--- config.mk ---
export PLATFORM = sky130hd
export DESIGN_NAME = arm_command_line_parser_top_flat
export DESIGN_NICKNAME = d
export VERILOG_FILES = /design/src/design/acl_pkg.sv /design/src/design/acl_rx_if.sv /design/src/design/acl_res_if.sv /design/src/design/arm_command_line_parser_top.sv /design/src/design/acl_parse.sv /design/src/design/acl_map.sv /design/src/flat_wrapper.sv
export VERILOG_INCLUDE_DIRS = /design/src /design/src/design
export SDC_FILE = /design/constraint.sdc
export NUM_CORES = 2
export LEC_CHECK = 0
export ABC_AREA = 1
export BUFFER_PORTS_ARGS = -buffer_cell sky130_fd_sc_hd__buf_2
export CAP_MARGIN = 20
export CORE_MARGIN = 2
export CORE_UTILIZATION = 45
export CTS_BUF_LIST = sky130_fd_sc_hd__clkbuf_2 sky130_fd_sc_hd__clkbuf_4 sky130_fd_sc_hd__clkbuf_8
export DETAILED_ROUTE_END_ITERATION = 10
export PLACE_DENSITY = 0.58
export SETUP_SLACK_MARGIN = 0.3
export SLEW_MARGIN = 0
export SYNTH_ARGS = -nofsm -noshare
export SYNTH_HDL_FRONTEND = slang
export SYNTH_HIERARCHICAL = 1
export SYNTH_SLANG_ARGS = --single-unit
--- constraint.sdc ---
create_clock -name clk -period 7.3 [get_ports clk]
set_input_delay 1.46 -clock clk [delete_from_list [all_inputs] [get_ports clk]]
set_output_delay 1.46 -clock clk [all_outputs]
set_load 0.01 [all_outputs]
--- src/design/arm_command_line_parser_top_assert.svh ---
// Assertion macros shared by the parser and the angle mapping stages.
// Each one expects clk, and ACL_ASSERT also rst_n, to be visible where it is used.
`ifndef ARM_COMMAND_LINE_PARSER_TOP_ASSERT_SVH
`define ARM_COMMAND_LINE_PARSER_TOP_ASSERT_SVH

`ifndef SYNTHESIS
// Checked only outside reset.
`define ACL_ASSERT(lbl, prop, msg) \
  lbl: assert property (@(posedge clk) disable iff (!rst_n) prop) else $error(msg);
// Checked on every edge, reset included.
`define ACL_ASSERT_RST(lbl, prop, msg) \
  lbl: assert property (@(posedge clk) prop) else $error(msg);
`else
`define ACL_ASSERT(lbl, prop, msg)
`define ACL_ASSERT_RST(lbl, prop, msg)
`endif

`endif

--- src/design/acl_pkg.sv ---
package acl_pkg;

  localparam int SERVO_COUNT = 6;
  // Angle outputs on the result channel.
  localparam int ANGLE_OUTS = 6;
  // Value slots: an arm line needs SERVO_COUNT of them, a laser line two.
  localparam int SLOTS = (SERVO_COUNT > 2) ? SERVO_COUNT : 2;
  localparam int CNT_W = $clog2(SLOTS + 1);
  localparam int NUM_W = 26;

  localparam logic [7:0] CH_NUL   = 8'h00;
  localparam logic [7:0] CH_NL    = 8'h0A;
  localparam logic [7:0] CH_COMMA = 8'h2C;
  localparam logic [7:0] CH_MINUS = 8'h2D;
  localparam logic [7:0] CH_ZERO  = 8'h30;
  localparam logic [7:0] CH_NINE  = 8'h39;
  localparam logic [7:0] CH_A     = 8'h61;
  localparam logic [7:0] CH_L     = 8'h6C;

  localparam logic [14:0] MAG_MAX  = 15'd32767;
  localparam logic [18:0] DEC_BASE = 19'd10;

  localparam logic CMD_ARM   = 1'b0;
  localparam logic CMD_LASER = 1'b1;

  // Calibration points per servo; entries past the sixth are identity.
  localparam int CAL_C0 [8] = '{90, 90, 155, 150, 90, 60, 90, 90};
  localparam int CAL_C1 [8] = '{160, 20, 90, 80, 30, 0, 180, 180};

  localparam logic [7:0] ANGLE_MAX = 8'd180;
  // Numerator at or above which the quotient by 90 clamps to the maximum.
  localparam logic signed [NUM_W-1:0] NUM_SAT = NUM_W'(90 * 180);
  // n / 90 == (n >> 1) / 45, and (x * 11651) >> 19 equals x / 45 for x < 74898.
  localparam logic [13:0] DIV_RECIP = 14'd11651;
  localparam int DIV_SHIFT = 19;

  typedef enum logic [1:0] {
    POS_CMD,
    POS_SKIP,
    POS_FIELDS
  } pos_t;

  typedef enum logic [1:0] {
    KIND_NONE,
    KIND_ARM,
    KIND_LASER
  } kind_t;

  typedef enum logic [1:0] {
    ST_COLLECT,
    ST_OK,
    ST_FAIL
  } status_t;

  // A finished line as it leaves the parser.
  typedef struct packed {
    logic                         cmd_kind;
    logic [ANGLE_OUTS-1:0][15:0]  vals;
    logic [15:0]                  laser_channel;
    logic                         laser_on;
  } line_t;

  // Calibrated numerators, before the division by 90.
  typedef struct packed {
    logic                           cmd_kind;
    logic [ANGLE_OUTS-1:0][NUM_W-1:0] nums;
    logic [15:0]                    laser_channel;
    logic                           laser_on;
  } num_t;

endpackage

--- src/design/acl_rx_if.sv ---
interface acl_rx_if;
  logic       valid;
  logic       ready;
  logic [7:0] rx_byte;

  modport source (output valid, output rx_byte, input ready);
  modport sink (input valid, input rx_byte, output ready);
endinterface

--- src/design/acl_res_if.sv ---
interface acl_res_if;
  logic               valid;
  logic               ready;
  logic               cmd_kind;
  logic [7:0]         angle_0;
  logic [7:0]         angle_1;
  logic [7:0]         angle_2;
  logic [7:0]         angle_3;
  logic [7:0]         angle_4;
  logic [7:0]         angle_5;
  logic signed [15:0] laser_channel;
  logic               laser_on;

  modport source (output valid, output cmd_kind, output angle_0, output angle_1,
                  output angle_2, output angle_3, output angle_4, output angle_5,
                  output laser_channel, output laser_on, input ready);
  modport sink (input valid, input cmd_kind, input angle_0, input angle_1,
                input angle_2, input angle_3, input angle_4, input angle_5,
                input laser_channel, input laser_on, output ready);
endinterface

--- src/design/arm_command_line_parser_top.sv ---
// Arm command line parser. Takes one received character per beat on in_rx and
// can accept a beat on every clock while out_res does not stall. A successful
// line gives one beat on out_res after its newline is taken, registered in
// turn in the input register, in the line parser behind it, whose state update
// sets the one-byte-per-clock rate, in the calibration multiply and in the
// division by 90 and the clamp. Failed lines give no beat. Stalls on
// out_res back up through the stages and hold off in_rx only once every
// stage is full.
module arm_command_line_parser_top import acl_pkg::*; (
  input  logic      clk,
  input  logic      rst_n,
  acl_rx_if.sink    in_rx,
  acl_res_if.source out_res
);

  logic  line_valid;
  logic  line_ready;
  line_t line_data;

  acl_parse u_parse (
    .clk        (clk),
    .rst_n      (rst_n),
    .in_rx      (in_rx),
    .line_valid (line_valid),
    .line_ready (line_ready),
    .line_data  (line_data)
  );

  acl_map u_map (
    .clk        (clk),
    .rst_n      (rst_n),
    .line_valid (line_valid),
    .line_ready (line_ready),
    .line_data  (line_data),
    .out_res    (out_res)
  );

endmodule

--- src/design/acl_parse.sv ---
`include "arm_command_line_parser_top_assert.svh"

module acl_parse import acl_pkg::*; (
  input  logic  clk,
  input  logic  rst_n,
  acl_rx_if.sink in_rx,
  output logic  line_valid,
  input  logic  line_ready,
  output line_t line_data
);

  logic       in_valid_r;
  logic [7:0] in_byte_r;
  logic       s1_ready;
  logic       s0_adv;

  pos_t               pos_r, pos_nxt;
  kind_t              kind_r, kind_nxt;
  status_t            status_r, status_nxt;
  logic [CNT_W-1:0]   cnt_r, cnt_nxt;
  logic [14:0]        mag_r, mag_nxt;
  logic               neg_r, neg_nxt;
  logic               dig_r, dig_nxt;
  logic [SLOTS-1:0][15:0] vals_r, vals_nxt;

  logic       line_valid_r;
  line_t      line_r, line_nxt;
  logic       emit;
  logic       close_fld;
  logic       at_end;
  logic [CNT_W-1:0] needed;
  logic [3:0]  digit;
  logic [18:0] acc;
  logic [15:0] fld_val;

  assign s1_ready    = !line_valid_r || line_ready;
  assign s0_adv      = in_valid_r && s1_ready;
  assign in_rx.ready = !in_valid_r || s1_ready;
  assign line_valid  = line_valid_r;
  assign line_data   = line_r;

  always_ff @(posedge clk) begin
    if (!rst_n) begin
      in_valid_r <= 1'b0;
    end else if (in_rx.ready) begin
      in_valid_r <= in_rx.valid;
    end
    if (in_rx.valid && in_rx.ready) begin
      in_byte_r <= in_rx.rx_byte;
    end
  end

  // Position along the line.
  always_comb begin
    pos_nxt = pos_r;
    if (in_byte_r == CH_NL) begin
      pos_nxt = POS_CMD;
    end else begin
      unique case (pos_r)
        POS_CMD:  pos_nxt = POS_SKIP;
        POS_SKIP: pos_nxt = POS_FIELDS;
        default:  pos_nxt = POS_FIELDS;
      endcase
    end
  end

  // Command, field scan and result assembly.
  always_comb begin
    kind_nxt   = kind_r;
    status_nxt = status_r;
    cnt_nxt    = cnt_r;
    mag_nxt    = mag_r;
    neg_nxt    = neg_r;
    dig_nxt    = dig_r;
    vals_nxt   = vals_r;
    close_fld  = 1'b0;
    at_end     = 1'b0;
    emit       = 1'b0;
    needed     = (kind_r == KIND_ARM) ? CNT_W'(SERVO_COUNT) : CNT_W'(2);
    digit      = 4'(in_byte_r - CH_ZERO);
    acc        = 19'(mag_r) * DEC_BASE + 19'(digit);
    fld_val    = neg_r ? 16'(-{1'b0, mag_r}) : {1'b0, mag_r};

    if (in_byte_r == CH_NL) begin
      if (pos_r == POS_FIELDS && status_r == ST_COLLECT) begin
        close_fld = 1'b1;
        at_end    = 1'b1;
      end
    end else if (pos_r == POS_CMD) begin
      priority if (in_byte_r == CH_A) begin
        kind_nxt   = KIND_ARM;
        status_nxt = ST_COLLECT;
      end else if (in_byte_r == CH_L) begin
        kind_nxt   = KIND_LASER;
        status_nxt = ST_COLLECT;
      end else begin
        kind_nxt   = KIND_NONE;
        status_nxt = ST_FAIL;
      end
    end else if (pos_r == POS_FIELDS && status_r == ST_COLLECT) begin
      priority if (in_byte_r == CH_NUL || in_byte_r == CH_COMMA) begin
        close_fld = 1'b1;
        at_end    = (in_byte_r == CH_NUL);
      end else if (in_byte_r == CH_MINUS) begin
        neg_nxt = 1'b1;
      end else if (in_byte_r >= CH_ZERO && in_byte_r <= CH_NINE) begin
        mag_nxt = (acc > 19'(MAG_MAX)) ? MAG_MAX : acc[14:0];
        dig_nxt = 1'b1;
      end else begin
        status_nxt = ST_FAIL;
      end
    end

    if (close_fld) begin
      if (!dig_r) begin
        status_nxt = ST_FAIL;
      end else begin
        for (int i = 0; i < SLOTS; i++) begin
          if (cnt_r == CNT_W'(i)) begin
            vals_nxt[i] = fld_val;
          end
        end
        cnt_nxt = cnt_r + CNT_W'(1);
        mag_nxt = '0;
        neg_nxt = 1'b0;
        dig_nxt = 1'b0;
        if (cnt_nxt >= needed) begin
          status_nxt = ST_OK;
        end else if (at_end) begin
          status_nxt = ST_FAIL;
        end
      end
    end

    line_nxt = '0;
    if (kind_r == KIND_LASER) begin
      line_nxt.cmd_kind      = CMD_LASER;
      line_nxt.laser_channel = vals_nxt[0];
      line_nxt.laser_on      = (vals_nxt[1] != '0);
    end else begin
      line_nxt.cmd_kind = CMD_ARM;
      for (int k = 0; k < ANGLE_OUTS; k++) begin
        if (k < SLOTS) begin
          line_nxt.vals[k] = vals_nxt[k];
        end
      end
    end

    if (in_byte_r == CH_NL) begin
      emit       = (pos_r == POS_FIELDS) && (status_nxt == ST_OK);
      kind_nxt   = KIND_NONE;
      status_nxt = ST_COLLECT;
      cnt_nxt    = '0;
      mag_nxt    = '0;
      neg_nxt    = 1'b0;
      dig_nxt    = 1'b0;
    end
  end

  always_ff @(posedge clk) begin
    if (!rst_n) begin
      pos_r    <= POS_CMD;
      kind_r   <= KIND_NONE;
      status_r <= ST_COLLECT;
      cnt_r    <= '0;
      mag_r    <= '0;
      neg_r    <= 1'b0;
      dig_r    <= 1'b0;
    end else if (s0_adv) begin
      pos_r    <= pos_nxt;
      kind_r   <= kind_nxt;
      status_r <= status_nxt;
      cnt_r    <= cnt_nxt;
      mag_r    <= mag_nxt;
      neg_r    <= neg_nxt;
      dig_r    <= dig_nxt;
    end
    if (s0_adv) begin
      vals_r <= vals_nxt;
    end
  end

  always_ff @(posedge clk) begin
    if (!rst_n) begin
      line_valid_r <= 1'b0;
    end else if (s1_ready) begin
      line_valid_r <= s0_adv && emit;
    end
    if (s0_adv && emit) begin
      line_r <= line_nxt;
    end
  end

  `ACL_ASSERT(a_cnt_bound, cnt_r <= CNT_W'(SLOTS), "Field count ran past the value slots.")
  `ACL_ASSERT(a_ok_in_fields, status_r == ST_OK |-> pos_r == POS_FIELDS, "Line succeeded outside the fields.")
  `ACL_ASSERT(a_nl_restarts, s0_adv && in_byte_r == CH_NL |=> pos_r == POS_CMD && cnt_r == '0, "Newline did not restart the line.")
  `ACL_ASSERT_RST(a_reset_empty, !rst_n |=> !in_valid_r && !line_valid_r, "Parser stages not empty after reset.")

endmodule

--- src/design/acl_map.sv ---
`include "arm_command_line_parser_top_assert.svh"

module acl_map import acl_pkg::*; (
  input  logic  clk,
  input  logic  rst_n,
  input  logic  line_valid,
  output logic  line_ready,
  input  line_t line_data,
  acl_res_if.source out_res
);

  logic s2_ready;
  logic s3_ready;

  logic num_valid_r;
  num_t num_r, num_nxt;
  logic [NUM_W-1:0] lane_num [ANGLE_OUTS];

  logic                         out_valid_r;
  logic [ANGLE_OUTS-1:0][7:0]   ang_r, ang_nxt;
  logic                         out_kind_r;
  logic [15:0]                  out_ch_r;
  logic                         out_on_r;
  logic                         ang_in_range;

  assign s3_ready   = !out_valid_r || out_res.ready;
  assign s2_ready   = !num_valid_r || s3_ready;
  assign line_ready = s2_ready;

  // Numerator per servo: (c1 - c0) * v + 90 * (2 * c0 - c1).
  for (genvar k = 0; k < ANGLE_OUTS; k++) begin : g_lane
    if (k < SERVO_COUNT) begin : g_used
      localparam logic signed [8:0] SLOPE = 9'(CAL_C1[k] - CAL_C0[k]);
      localparam logic signed [NUM_W-1:0] OFS = NUM_W'(90 * (2 * CAL_C0[k] - CAL_C1[k]));
      logic signed [24:0] prod;
      assign prod        = 25'(SLOPE) * 25'($signed(line_data.vals[k]));
      assign lane_num[k] = NUM_W'(prod) + OFS;
    end else begin : g_unused
      assign lane_num[k] = '0;
    end
  end

  always_comb begin
    num_nxt               = '0;
    num_nxt.cmd_kind      = line_data.cmd_kind;
    num_nxt.laser_channel = line_data.laser_channel;
    num_nxt.laser_on      = line_data.laser_on;
    for (int k = 0; k < ANGLE_OUTS; k++) begin
      num_nxt.nums[k] = lane_num[k];
    end
  end

  always_ff @(posedge clk) begin
    if (!rst_n) begin
      num_valid_r <= 1'b0;
    end else if (s2_ready) begin
      num_valid_r <= line_valid;
    end
    if (s2_ready && line_valid) begin
      num_r <= num_nxt;
    end
  end

  // Truncating division by 90 with the clamp folded in: only numerators
  // strictly between zero and 90 * 180 need the quotient.
  always_comb begin
    logic signed [NUM_W-1:0] n;
    logic [12:0] half;
    logic [26:0] quot;
    ang_nxt      = '0;
    ang_in_range = 1'b1;
    for (int k = 0; k < ANGLE_OUTS; k++) begin
      n    = $signed(num_r.nums[k]);
      half = n[13:1];
      quot = 27'(half) * 27'(DIV_RECIP);
      priority if (n <= $signed(NUM_W'(0))) begin
        ang_nxt[k] = '0;
      end else if (n >= NUM_SAT) begin
        ang_nxt[k] = ANGLE_MAX;
      end else begin
        ang_nxt[k] = quot[DIV_SHIFT +: 8];
      end
      if (num_r.cmd_kind == CMD_LASER) begin
        ang_nxt[k] = '0;
      end
      if (ang_r[k] > ANGLE_MAX) begin
        ang_in_range = 1'b0;
      end
    end
  end

  always_ff @(posedge clk) begin
    if (!rst_n) begin
      out_valid_r <= 1'b0;
    end else if (s3_ready) begin
      out_valid_r <= num_valid_r;
    end
    if (s3_ready && num_valid_r) begin
      ang_r      <= ang_nxt;
      out_kind_r <= num_r.cmd_kind;
      out_ch_r   <= num_r.laser_channel;
      out_on_r   <= num_r.laser_on;
    end
  end

  assign out_res.valid         = out_valid_r;
  assign out_res.cmd_kind      = out_kind_r;
  assign out_res.angle_0       = ang_r[0];
  assign out_res.angle_1       = ang_r[1];
  assign out_res.angle_2       = ang_r[2];
  assign out_res.angle_3       = ang_r[3];
  assign out_res.angle_4       = ang_r[4];
  assign out_res.angle_5       = ang_r[5];
  assign out_res.laser_channel = $signed(out_ch_r);
  assign out_res.laser_on      = out_on_r;

  `ACL_ASSERT(a_angle_range, out_valid_r |-> ang_in_range, "Output angle above the clamp.")
  `ACL_ASSERT(a_laser_no_angle, out_valid_r && out_kind_r == CMD_LASER |-> ang_r == '0, "Laser beat carries angles.")
  `ACL_ASSERT(a_stage_moves, num_valid_r && s3_ready |=> out_valid_r, "Numerator stage lost a line.")
  `ACL_ASSERT_RST(a_reset_empty, !rst_n |=> !num_valid_r && !out_valid_r, "Mapping stages not empty after reset.")

endmodule
--- src/flat_wrapper.sv ---
// flat-port wrapper written by rule: the top's interface ports become plain ports
module arm_command_line_parser_top_flat import acl_pkg::*;
  (clk, rst_n, in_rx_valid, in_rx_rx_byte, in_rx_ready, out_res_valid, out_res_cmd_kind, out_res_angle_0, out_res_angle_1, out_res_angle_2, out_res_angle_3, out_res_angle_4, out_res_angle_5, out_res_laser_channel, out_res_laser_on, out_res_ready);
  acl_rx_if in_rx_i ();
  acl_res_if out_res_i ();
  input  logic clk;
  input  logic rst_n;
  input wire logic [$bits(in_rx_i.valid)-1:0] in_rx_valid;
  input wire logic [$bits(in_rx_i.rx_byte)-1:0] in_rx_rx_byte;
  output wire logic [$bits(in_rx_i.ready)-1:0] in_rx_ready;
  output wire logic [$bits(out_res_i.valid)-1:0] out_res_valid;
  output wire logic [$bits(out_res_i.cmd_kind)-1:0] out_res_cmd_kind;
  output wire logic [$bits(out_res_i.angle_0)-1:0] out_res_angle_0;
  output wire logic [$bits(out_res_i.angle_1)-1:0] out_res_angle_1;
  output wire logic [$bits(out_res_i.angle_2)-1:0] out_res_angle_2;
  output wire logic [$bits(out_res_i.angle_3)-1:0] out_res_angle_3;
  output wire logic [$bits(out_res_i.angle_4)-1:0] out_res_angle_4;
  output wire logic [$bits(out_res_i.angle_5)-1:0] out_res_angle_5;
  output wire logic [$bits(out_res_i.laser_channel)-1:0] out_res_laser_channel;
  output wire logic [$bits(out_res_i.laser_on)-1:0] out_res_laser_on;
  input wire logic [$bits(out_res_i.ready)-1:0] out_res_ready;
  assign in_rx_i.valid = in_rx_valid;
  assign in_rx_i.rx_byte = in_rx_rx_byte;
  assign in_rx_ready = in_rx_i.ready;
  assign out_res_valid = out_res_i.valid;
  assign out_res_cmd_kind = out_res_i.cmd_kind;
  assign out_res_angle_0 = out_res_i.angle_0;
  assign out_res_angle_1 = out_res_i.angle_1;
  assign out_res_angle_2 = out_res_i.angle_2;
  assign out_res_angle_3 = out_res_i.angle_3;
  assign out_res_angle_4 = out_res_i.angle_4;
  assign out_res_angle_5 = out_res_i.angle_5;
  assign out_res_laser_channel = out_res_i.laser_channel;
  assign out_res_laser_on = out_res_i.laser_on;
  assign out_res_i.ready = out_res_ready;
  arm_command_line_parser_top u_core (.clk(clk), .rst_n(rst_n), .in_rx(in_rx_i), .out_res(out_res_i));
endmodule
=== Word-level counts from Yosys, hierarchy flattened ===
Index checks and enable logic that the tools add are counted.

* Flip-flop bits (word level): 488
* Input port bits: 12
* Output and inout bits: 68

* $add $sub $neg: 10
* $mul: 13
* Magnitude comparators: 16
* Eq/ne operators: 14
* Muxes and demuxes: 73
* Reduce and logical (&&, ||, !) cells: 39

{| class="wikitable"
|+ Operators with widths
! cell !! number
|-
| 96-bit two-way mux || 2
|-
| 13-bit by 14-bit multiplier with 27-bit output (second input constant) || 6
|-
| 26-bit by 15-bit greater-or-equal comparator with 1-bit output (second input constant) || 6
|-
| 26-bit by 1-bit <= comparator with 1-bit output (second input constant) || 6
|-
| 15-bit two-way mux || 9
|-
| 16-bit two-way mux || 7
|-
| 7-bit by 16-bit multiplier with 23-bit output (first input constant) || 3
|-
| 24-bit by 16-bit adder with 25-bit output (second input constant) || 2
|-
| 23-bit by 15-bit adder with 24-bit output (second input constant) || 2
|-
| 8-bit two-way mux || 6
|-
| 5-bit by 16-bit multiplier with 21-bit output (first input constant) || 2
|-
| 2-bit two-way mux || 19
|-
| 1-bit two-way mux || 26
|-
| 24-bit by 12-bit adder with 25-bit output (second input constant) || 1
|-
| 24-bit by 15-bit adder with 25-bit output (second input constant) || 1
|-
| 8-bit by 16-bit multiplier with 24-bit output (first input constant) || 1
|-
| 19-bit by 4-bit adder with 19-bit output || 1
|-
| 19-bit by 15-bit > comparator with 1-bit output (second input constant) || 1
|-
| 15-bit by 3-bit multiplier with 18-bit output (second input constant) || 1
|-
| 3-bit OR reduction || 6
|-
| 8-bit by 6-bit equality test with 1-bit output (second input constant) || 2
|-
| 8-bit by 7-bit equality test with 1-bit output (second input constant) || 2
|-
| 15-bit negation with 16-bit output || 1
|-
| 16-bit nonzero test || 1
|-
| other kinds (22) || 51
|}

=== Logic depth before layout (Yosys ltp) ===
* Depth in word-level cells: 16
* Mapped depth: 24
* Mapped depth without buffers: 24

=== By module ===
The synthesis kept the hierarchy.

{| class="wikitable"
|+ By module, submodules not included
! module !! times used !! cells an instance !! area each (um^2) !! sequential area each (um^2)
|-
| acl_map || 1 || 4,875 || 41,370.9 || 6,796.5
|-
| acl_parse || 1 || 1,318 || 12,414.4 || 7,106.8
|}

=== Worst setup path before layout ===
No wires, ideal clock.

* Path kind: input port to flip-flop
* Start: input out_res_ready
* End: register u_core.u_parse.line_r, in the netlist u_core/u_parse/line_data[0], enable pin
* Setup time: 468 ps
* Arrival time: 6,356 ps
* Data required time: 6,832 ps
* Path slack: 477 ps
* Stages on the path: 8
* Buffers on the path: 0
* Path through: inv_1 > nand3_1 > nor2_1 > inv_1 > nand2_1 > inv_1 > nand4_1 > inv_1

* Word-level cells in the longest chain between the ends: 5

{| class="wikitable"
|+ Ends and longest elaborated chain
! item !! RTL line !! text
|-
| start, declared || flat_wrapper.sv:21 || <nowiki>input wire logic [$bits(out_res_i.ready)-1:0] out_res_ready;</nowiki>
|-
| 1-bit logical OR || acl_map.sv:26 || <nowiki>assign s3_ready = !out_valid_r || out_res.ready;</nowiki>
|-
| 1-bit logical OR || acl_map.sv:27 || <nowiki>assign s2_ready = !num_valid_r || s3_ready;</nowiki>
|-
| net u_core.line_ready || arm_command_line_parser_top.sv:17 || <nowiki>logic line_ready;</nowiki>
|-
| 1-bit logical OR || acl_parse.sv:36 || <nowiki>assign s1_ready = !line_valid_r || line_ready;</nowiki>
|-
| 1-bit logical AND || acl_parse.sv:37 || <nowiki>assign s0_adv = in_valid_r && s1_ready;</nowiki>
|-
| net u_core.u_parse.s0_adv || acl_parse.sv:15 || <nowiki>logic s0_adv;</nowiki>
|-
| 1-bit logical AND || acl_parse.sv:189 || <nowiki>if (s0_adv && emit) begin</nowiki>
|-
| end signal, assigned || acl_parse.sv:190 || <nowiki>line_r <= line_nxt;</nowiki>
|-
| end, declared || acl_parse.sv:27 || <nowiki>line_t line_r, line_nxt;</nowiki>
|}

The timed path passes the listed nets, and every way through them passes these cells.
A chain may end at the register's enable or synchronous reset.

=== Worst setup path after layout ===
* Start: register u_core/u_map/num_r[30] (netlist name)
* End: register u_core.u_map.ang_r, in the netlist u_core/u_map/out_res.angle_0[6], data pin

* Word-level cells in the longest chain between the ends: 2
* Elaborated cells on any way between the ends: 4
* Classes of those cells: 1 x mul; 2 x order compare; 1 x reduce/logical

{| class="wikitable"
|+ Ends and longest elaborated chain
! item !! RTL line !! text
|-
| start, declared || acl_map.sv:16 || <nowiki>num_t num_r, num_nxt;</nowiki>
|-
| start signal, assigned || acl_map.sv:60 || <nowiki>num_r <= num_nxt;</nowiki>
|-
| parallel branches: the longest is 2 deep, another holds 13-bit by 14-bit multiplier with 27-bit output || - ||
|-
| end signal, assigned || acl_map.sv:99 || <nowiki>ang_r <= ang_nxt;</nowiki>
|-
| end, declared || acl_map.sv:20 || <nowiki>logic [ANGLE_OUTS-1:0][7:0] ang_r, ang_nxt;</nowiki>
|}

Several ways; the timed one is not identified.

==> results.md <==
* Die area at 122000 um2
* Worst path bufs/invs at 3
* Crit-path max FO at 6
* Initial Utilization at 45.5%
* Worst-case clock buffer depth at 3
* Setup TNS at 0 ps
* Largest delay share family, worst path: adder cells
* Outcome: finished clean
* Final wirelength at 117000 um
* Post-synth design cell area at 53800 um2
* Total track usage at 19.5%
* DR vias at 39.0k
* Worst skew pair latency at 810 ps
* EDFF count, synth at 443
* Largest net degree at the start of global routing at 80
* Vias in the first global route at 39.0k
* H-tree Lvls at 3
* Mapped Avg Cell Area at 8.68 um2
* Initial antenna violation count at 2
* Slowest CP cell: fa_1
* CP required at 7900 ps
* I/O Buffers at 79
* Peak supply drop at 0.000128 V
* Crit path DAT at 5380 ps
* DRT Pass-1 Iters at 5
* Pwr Density at 100 nW/um2
* Crit start category: register
* Placed Area at 56000 um2
* Ys Warns at 6
* Fmax at 209 MHz
* Post-cts gate resize count at 0
* FF/Latch Area at 13900 um2
* Rows at 126
* Max Cap Viol at 0
* Final hold viol count at 0
* Leak Pwr at 0.0297 uW
* Clk sinks at 473
* Combined area of the multi-input logic cells at 33900 um2
* Via density at 4.92
* Core Area at 118000 um2
* Final setup viols at 0
* Detail Placement HPWL at 96800 um
* Tmin final at 4770 ps
* CP endpoint kind: register
* Worst clock skew at 67.0 ps
* Clk slew on worst S/H paths at 60 ps
* Post-synthesis cell type count at 59
* GPL Wtd Cong at 0.894
* Actual slew at the worst max-slew pin at 1070 ps
* Fill count at 11.5k
* Drt drc at 0
* Global route overflow at 0
* Drt wl/cell at 14.8 um
* Synthesis-to-finish area growth at 7.49%
* Fin worst setup slack at 2530 ps
* CP max stage delay at 550 ps
* Unrepaired setup endpoints after global routing: no
* FF+latch count, synth at 473
* Net count after synthesis at 7539
* First-pass GRT wire length at 195000 um
* Clk root buf: clkbuf_8
* DRT antenna net count at 0
* Die Ht at 350 um
* Ys async rst share at 0%
* CTS tree: built
* Layout cells sized above 1 at 6.23%
* Critical Path, Cell by Cell: ha_1, inv_1, fa_1, inv_1, fa_1, inv_1, fa_1, ha_1, ha_1, nand2_1, nor3_1, nor3b_1, o21ai_0, nand3_1, nand2_1, a21oi_1
* Fin crit share at 65.4%
* Die W at 350 um
* Critical Setup Path Class: reg -> reg
* TritonCTS buffer count at 86
* Relative slew margins at 28.4%
* Design area at 57800 um2
* Post-CTS Hold Fix Bufs at 0
* Seq/Total Area, Yosys at 25.8%
* Synth Flop Type: edfxtp_1
* Hold Crit Class: reg -> reg
* Post-CTS setup buffers at 0
* Syn Inst Count at 6193
* Final Max Tran Viols at 0
* # IOs at 80
* Pre-CTS setup slack at 2130 ps
* Flop-to-flop setup slack at 2530 ps
* 1st-iter DRT viols at 1795
* Final nets at 7672
[worst reg2reg max path: stages (launching register included)]
cell and delay (ps):
edfxtp_1 520, ha_1 390, inv_1 100, fa_1 550
inv_1 60, fa_1 530, inv_1 50, fa_1 430
ha_1 190, ha_1 380, nand2_1 140, nor3_1 210
nor3b_1 410, o21ai_0 250, nand3_1 140, nand2_1 70
a21oi_1 210
[metrics by stage]
step / std cells / utilization [%] / hold WS (ps) / power [uW]
floorplan: 6193 / - / 400 / 3100
detailed placement: 7773 / 47.3 / 405 / 3130
global placement: 7773 / 47.3 / 401 / 3120
CTS: 7926 / 48.9 / 371 / 5900
global route: 7928 / 48.9 / 379 / 6020
finish: 7928 / 48.9 / 384 / 5780
[placed cells by master (no fill, tap or decap), types with 55 or more instances in the layout]
cell type  synthesis  layout
a211oi_1          55      55
a21oi_1          323     322
buf_2             17      79
clkbuf_8           0      87
edfxtp_1         443     443
fa_1             420     420
ha_1             914     914
inv_1           1523    1520
nand2_1         1010    1010
nand3_1          253     253
nand4_1           73      73
nor2_1           377     376
nor3_1            58      57
o21ai_0          171     171
xor2_1           106     106
[registers in the layout (all words and copies together), names as in the netlist, 2 cells and up]
| name | flops |
|---|---|
| u_core/u_map/num_r | 159 |
| u_core/u_parse/line_data | 114 |
| u_core/u_parse/vals_r | 96 |
| u_core/u_map/out_res.laser_channel | 16 |
| u_core/u_parse/mag_r | 15 |
| u_core/u_map/out_res.angle_0 | 8 |
| u_core/u_map/out_res.angle_1 | 8 |
| u_core/u_map/out_res.angle_2 | 8 |
| u_core/u_map/out_res.angle_3 | 8 |
| u_core/u_map/out_res.angle_4 | 8 |
| u_core/u_map/out_res.angle_5 | 8 |
| u_core/u_parse/in_byte_r | 8 |
| u_core/u_parse/cnt_r | 3 |
| u_core/u_parse/kind_r | 2 |
| u_core/u_parse/pos_r | 2 |
| u_core/u_parse/status_r | 2 |
[layer usage]
metal	track usage, %	vias to the layer above	routed length, um
met5	0	-	0
met4	4.77	0	2220
li1	-	20100	-
met3	2.57	139	4670
met2	32.0	559	53100
met1	27.4	18200	57400
[area by class of cell]
class                      instances  area share (%)
timing repair buffer              88           0.831
clock inverter                    35           0.675
inverter                        1534            9.98
clock buffer                     118            2.47
multi-input combinational       4143            58.7
tap                             1536            3.32
antenna                            1         0.00433
sequential                       473            24.0
[power by group]
group          internal [uW]  switching [uW]  total (uW)
Clock                   1450            1260        2710
Combinational           31.0            65.7        96.7
Sequential              2970            9.15        2970
Total                   4440            1340        5780
[worst paths after layout]
check	from	end	cells past startpoint
min reg2reg	u_core/u_parse/line_data[1]	u_core/u_map/num_r[1]	0
max reg2reg	u_core/u_map/num_r[30]	u_core/u_map/out_res.angle_0[6]	16
max	u_core/u_map/num_r[30]	u_core/u_map/out_res.angle_0[6]	16
min	u_core/u_parse/line_data[1]	u_core/u_map/num_r[1]	0
[Yosys cell counts, types with 5 or more instances]
cell / count / share of area (%)
inv_1: 1523 / 11
nand2_1: 1010 / 7.0
ha_1: 914 / 21
edfxtp_1: 443 / 25
fa_1: 420 / 16
nor2_1: 377 / 2.6
a21oi_1: 323 / 3.0
nand3_1: 253 / 2.4
o21ai_0: 171 / 1.6
xor2_1: 106 / 1.7
nand4_1: 73 / 0.85
nor3_1: 58 / 0.54
a211oi_1: 55 / 0.77
or2_2: 54 / 0.63
xnor2_1: 52 / 0.85
dfxtp_1: 30 / 1.1
o21bai_1: 28 / 0.39
a21o_1: 26 / 0.36
a31oi_1: 23 / 0.27
nand2_2: 22 / 0.26
nand3_2: 19 / 0.35
nor4_1: 19 / 0.22
nand3b_1: 18 / 0.25
buf_2: 17 / 0.16
nor2_2: 17 / 0.20
clkbuf_1: 14 / 0.098
and2_1: 10 / 0.12
o21a_1: 9 / 0.13
a21oi_2: 8 / 0.13
inv_2: 8 / 0.056
nor2_4: 8 / 0.17
o211ai_1: 8 / 0.11
o21ai_1: 8 / 0.074
xor2_2: 8 / 0.24
buf_4: 7 / 0.098
o21ai_2: 5 / 0.081
[kinds of logic (layout without fill, tap and decap cells)]
family | after synthesis | in the layout | synth area share (%)
buffers and inverters | 1577 | 1775 | 11.2
xor gates and xnor gates | 168 | 168 | 2.90
adders and majority gates | 1334 | 1334 | 36.9
AOI/OAI and AO/OA | 684 | 684 | 7.25
other | 0 | 1 | 0
DFF | 473 | 473 | 25.8
and+or+nand+nor | 1957 | 1957 | 15.9
Power figures use the tool's default switching activity.
